File: src/hw/rtl/mwkw_pkg.sv
// Shared constants, state codes and types for the max-weight key window block.
// No dependencies.
`timescale 1ns / 1ps

package mwkw_pkg;

    localparam int MAX_ITEMS = 1024;
    localparam int ADDR_W    = $clog2(MAX_ITEMS);
    localparam int CNT_W     = $clog2(MAX_ITEMS + 1);
    localparam int KEY_W     = 32;
    localparam int WT_W      = 32;
    localparam int TOT_W     = 42;

    // Sequencer states, one-hot.
    typedef enum logic [5:0] {
        ST_IDLE  = 6'b000001,
        ST_RD_I  = 6'b000010,
        ST_GET_I = 6'b000100,
        ST_SCAN  = 6'b001000,
        ST_FIN_I = 6'b010000,
        ST_DONE  = 6'b100000
    } state_t;

    // Window membership flags from the compare unit.
    typedef struct packed {
        logic up_hit;
        logic down_hit;
    } span_hit_t;

endpackage

File: src/hw/rtl/mwkw_span_unit.sv
// Shared compare unit: tests whether one key lies within the window above
// or below the anchor key. Depends on mwkw_pkg.
`timescale 1ns / 1ps

module mwkw_span_unit (
    input  logic [mwkw_pkg::KEY_W-1:0] anchor_key,
    input  logic [mwkw_pkg::KEY_W-1:0] probe_key,
    input  logic [mwkw_pkg::KEY_W-1:0] width,
    output mwkw_pkg::span_hit_t        hit
);

    logic [mwkw_pkg::KEY_W:0] diff_up;
    logic [mwkw_pkg::KEY_W:0] diff_down;

    // A borrow in the top bit means the probe is on the other side.
    always_comb
    begin
        diff_up      = {1'b0, probe_key} - {1'b0, anchor_key};
        diff_down    = {1'b0, anchor_key} - {1'b0, probe_key};
        hit.up_hit   = !diff_up[mwkw_pkg::KEY_W]
                       && (diff_up[mwkw_pkg::KEY_W-1:0] < width);
        hit.down_hit = !diff_down[mwkw_pkg::KEY_W]
                       && (diff_down[mwkw_pkg::KEY_W-1:0] < width);
    end

endmodule

File: config.mk
export PLATFORM = sky130hd
export DESIGN_NAME = mwkw_span_unit
export DESIGN_NICKNAME = d
export VERILOG_FILES = /design/src/hw/rtl/mwkw_pkg.sv /design/src/hw/rtl/mwkw_span_unit.sv
export SDC_FILE = /design/constraint.sdc
export NUM_CORES = 1
export LEC_CHECK = 0
export ABC_CLOCK_PERIOD_IN_PS = 5850
export CORE_MARGIN = 5
export CORE_UTILIZATION = 65
export DETAILED_ROUTE_END_ITERATION = 16
export DONT_BUFFER_PORTS = 1
export PLACE_DENSITY = 0.88
export SLEW_MARGIN = 5
export SYNTH_ARGS = -nofsm -noshare
export SYNTH_HDL_FRONTEND = slang
export SYNTH_SLANG_ARGS = --single-unit
File: constraint.sdc
create_clock -name vclk -period 5.85
set_input_delay 1.17 -clock vclk [all_inputs]
set_output_delay 1.17 -clock vclk [all_outputs]
set_load 0.01 [all_outputs]
==> impl_metrics.json <==
{
  "worstHoldPathCells": 4,
  "hold_path.class": "in2out",
  "power.density_nw_per_um2": 136,
  "synth_largest_area_cell": "ha_1",
  "vias": 5298,
  "syn_inst": 721,
  "period_needed_ns": 5.75,
  "clkbuf_count": 0,
  "critPathCaptureType": "primary output",
  "crit_path_start": "anchor_key[0]",
  "initial_utilization_pct": 66.7,
  "cp_slowest_cell": "or4_4",
  "hold_path_end": "hit[0]",
  "fin_cells": 839,
  "yosysTopAreaCellShare_pct": 30.6,
  "placedCellCount": 833,
  "leakagePower_uw": 0.00295,
  "chipHeight_um": 99.0,
  "yosys_warnings": 0,
  "slew_viol_final": 0,
  "syn_avg_cell_area_um2": 7.15,
  "grt_start_max_net_pins": 17,
  "io_buffers": 0,
  "setup_viol": 0,
  "nets": 963,
  "yosys.cell_count.top_type": "ha_1",
  "grt_use_total_pct": 29.2,
  "cpPeakStageDelay_ns": 0.58,
  "insertedDiodeCount": 0,
  "critical_path.max_fanout": 4,
  "dieArea_um2": 9810,
  "placed_cell_area_um2": 5400,
  "vias_per_cell": 6.31,
  "worst_pin_slew_ns": 0.545,
  "dp_hpwl_mm": 13.0,
  "status": "finished clean",
  "synth_area_leaders": "ha_1 31%, inv_1 7.9%, a21oi_1 7.7%, a21o_1 7.0%, xnor2_1 6.1%",
  "core.rowCount": 32,
  "ys_seq_area_share_pct": 0,
  "synth_area_um2": 5150,
  "place_congestion": 1.05,
  "path_common_cell": "a21oi_4",
  "yosys-top-cells-count": "126 x ha_1, 108 x inv_1, 79 x a21oi_1",
  "yosysUniqueCellTypes": 65,
  "critical_path_class": "in2out",
  "wirelength_mm": 15.3,
  "peakVddDrop_mv": 0.0759,
  "design_area_um2": 5660,
  "route.detailed.drc": 0,
  "critPathRequiredTime_ns": 4.68,
  "worst_ep_arrival_time_ns": 4.58,
  "maxCapViolCount": 0,
  "cp_cell_sequence": "inv_4 > ha_4 > inv_2 > fa_2 > a21oi_4 > o21ai_4 > a21oi_4 > o31ai_4 > a221oi_4 > buf_6 > nor2_4 > a311oi_2 > ha_1 > nand4_1 > or4_4 > or2_0 > o211a_1",
  "syn_nets": 945,
  "seq_cell_count": 0,
  "slew_headroom_pct": 63.3,
  "antenna_found_initial": 0,
  "grt_pass1_wl_mm": 24.5,
  "layout-area-overhead-vs-synth_pct": 9.86,
  "min_from": "anchor_key[31]",
  "coreArea_um2": 7730,
  "io_pins": 98,
  "drtIter0Drc": 404,
  "seq_area_um2": 0,
  "fmax_mhz": 174,
  "overflow": 0,
  "die_w_um": 99.0,
  "grt_pass1_vias": 5352,
  "detail-route-antenna-nets": 0,
  "cts_hold_repair.buffers": 0,
  "drive_gt1_share_pct": 14.4,
  "hold_viol_final": 0,
  "fin_crit_sh_pct": 98.3,
  "cp-start-kind": "input pin",
  "first_pass_iters": 5,
  "wire_per_inst_um": 18.3
}
-- worst max path at each step --
| stage | end | slack, ns |
|---|---|---|
| after floorplan | hit[0] | 0.37 |
| after CTS | hit[1] | 0.004 |
| after detailed placement | hit[0] | -0.08 |
| after global placement | hit[0] | 0.03 |
| after global routing | hit[0] | -0.07 |
| final | hit[0] | 0.1 |
-- cell type report --
cell class                      instances  area [um^2]
Inverter                              109          412
Timing Repair Buffer                   44          334
Multi-Input combinational cell        584         4790
Tap cell                              102          128
Fill cell                             615         2070
-- cells by family (layout without fill, tap and decap cells) --
logic type      count (synthesis)  after routing  synth area share, %
compound gates                249            249                 32.5
xor+xnor                       58             58                 9.86
fa+ha+maj                     128            128                 31.4
buf+inv                       137            153                 11.2
mux                             4              4                0.777
simple gates                  145            145                 14.2
-- power by group --
part,leakage (uW),internal [uW],switching [uW]
logic,0.00295,331,438
registers,0,0,0
clock network,0,0,0
total,0.00295,331,438
-- metal layers --
layer  track usage [%]  share of wire, %  vias to the layer above
li1                  -                 -                     2573
met1              39.2                42                     2418
met5                 0                 0                        -
met3              4.10               8.6                       40
met2              49.7                47                      267
met4              6.09               2.4                        0
-- critical path, delay by kind of cell --
family | cells | cell delay [ns]
AOI/OAI and AO/OA | 7 | 1.42
adders and majority gates | 3 | 0.75
buffers and inverters | 3 | 0.24
and+or+nand+nor | 4 | 0.99
-- what timing repair did --
item                                    4_1_cts  5_1_grt
buffers inserted                              0        6
pin swaps                                     4       32
endpoints found under the hold margin         0        0
endpoints found under the setup margin        1        2
resized for setup                             3       45
-- metrics by stage --
stage / util [%] / hold WS, ns / power (uW) / TNS, ns / worst slack [ns]
2_1_floorplan: - / 2.69 / 528 / 0 / 0.368
3_3_place_gp: 69.8 / 2.80 / 670 / 0 / 0.0300
3_5_place_dp: 69.8 / 2.79 / 701 / -0.0759 / -0.0759
4_1_cts: 70.0 / 2.80 / 709 / 0 / 0.00362
5_1_grt: 73.3 / 2.85 / 846 / -0.141 / -0.0737
6_report: 73.3 / 2.79 / 770 / 0 / 0.0971
-- placed cells by master, fill, tap and decap left out, types with 2 or more instances in the layout --
cell type	instances
ha_1	123
inv_1	106
a21oi_1	71
a21o_1	48
buf_4	43
nor2_1	37
xnor2_1	36
nand2_1	34
o21ai_0	33
nand4_1	24
xor2_1	22
o21bai_1	15
a21oi_2	14
o21ai_1	13
nand3_1	8
nor3_1	8
a211oi_1	6
o21a_1	6
nor2_2	5
nor2b_1	4
a211oi_2	4
mux2i_1	4
a21oi_4	3
a221oi_2	3
or3_1	3
a311oi_2	3
nor4_1	3
nand2_2	2
and4_1	2
nand2b_1	2
nor3_4	2
a21boi_1	2
o41ai_1	2
a41oi_1	2
o221ai_1	2
o21ai_2	2
o311a_1	2
ha_2	2
(Power assumes the default switching activity.)
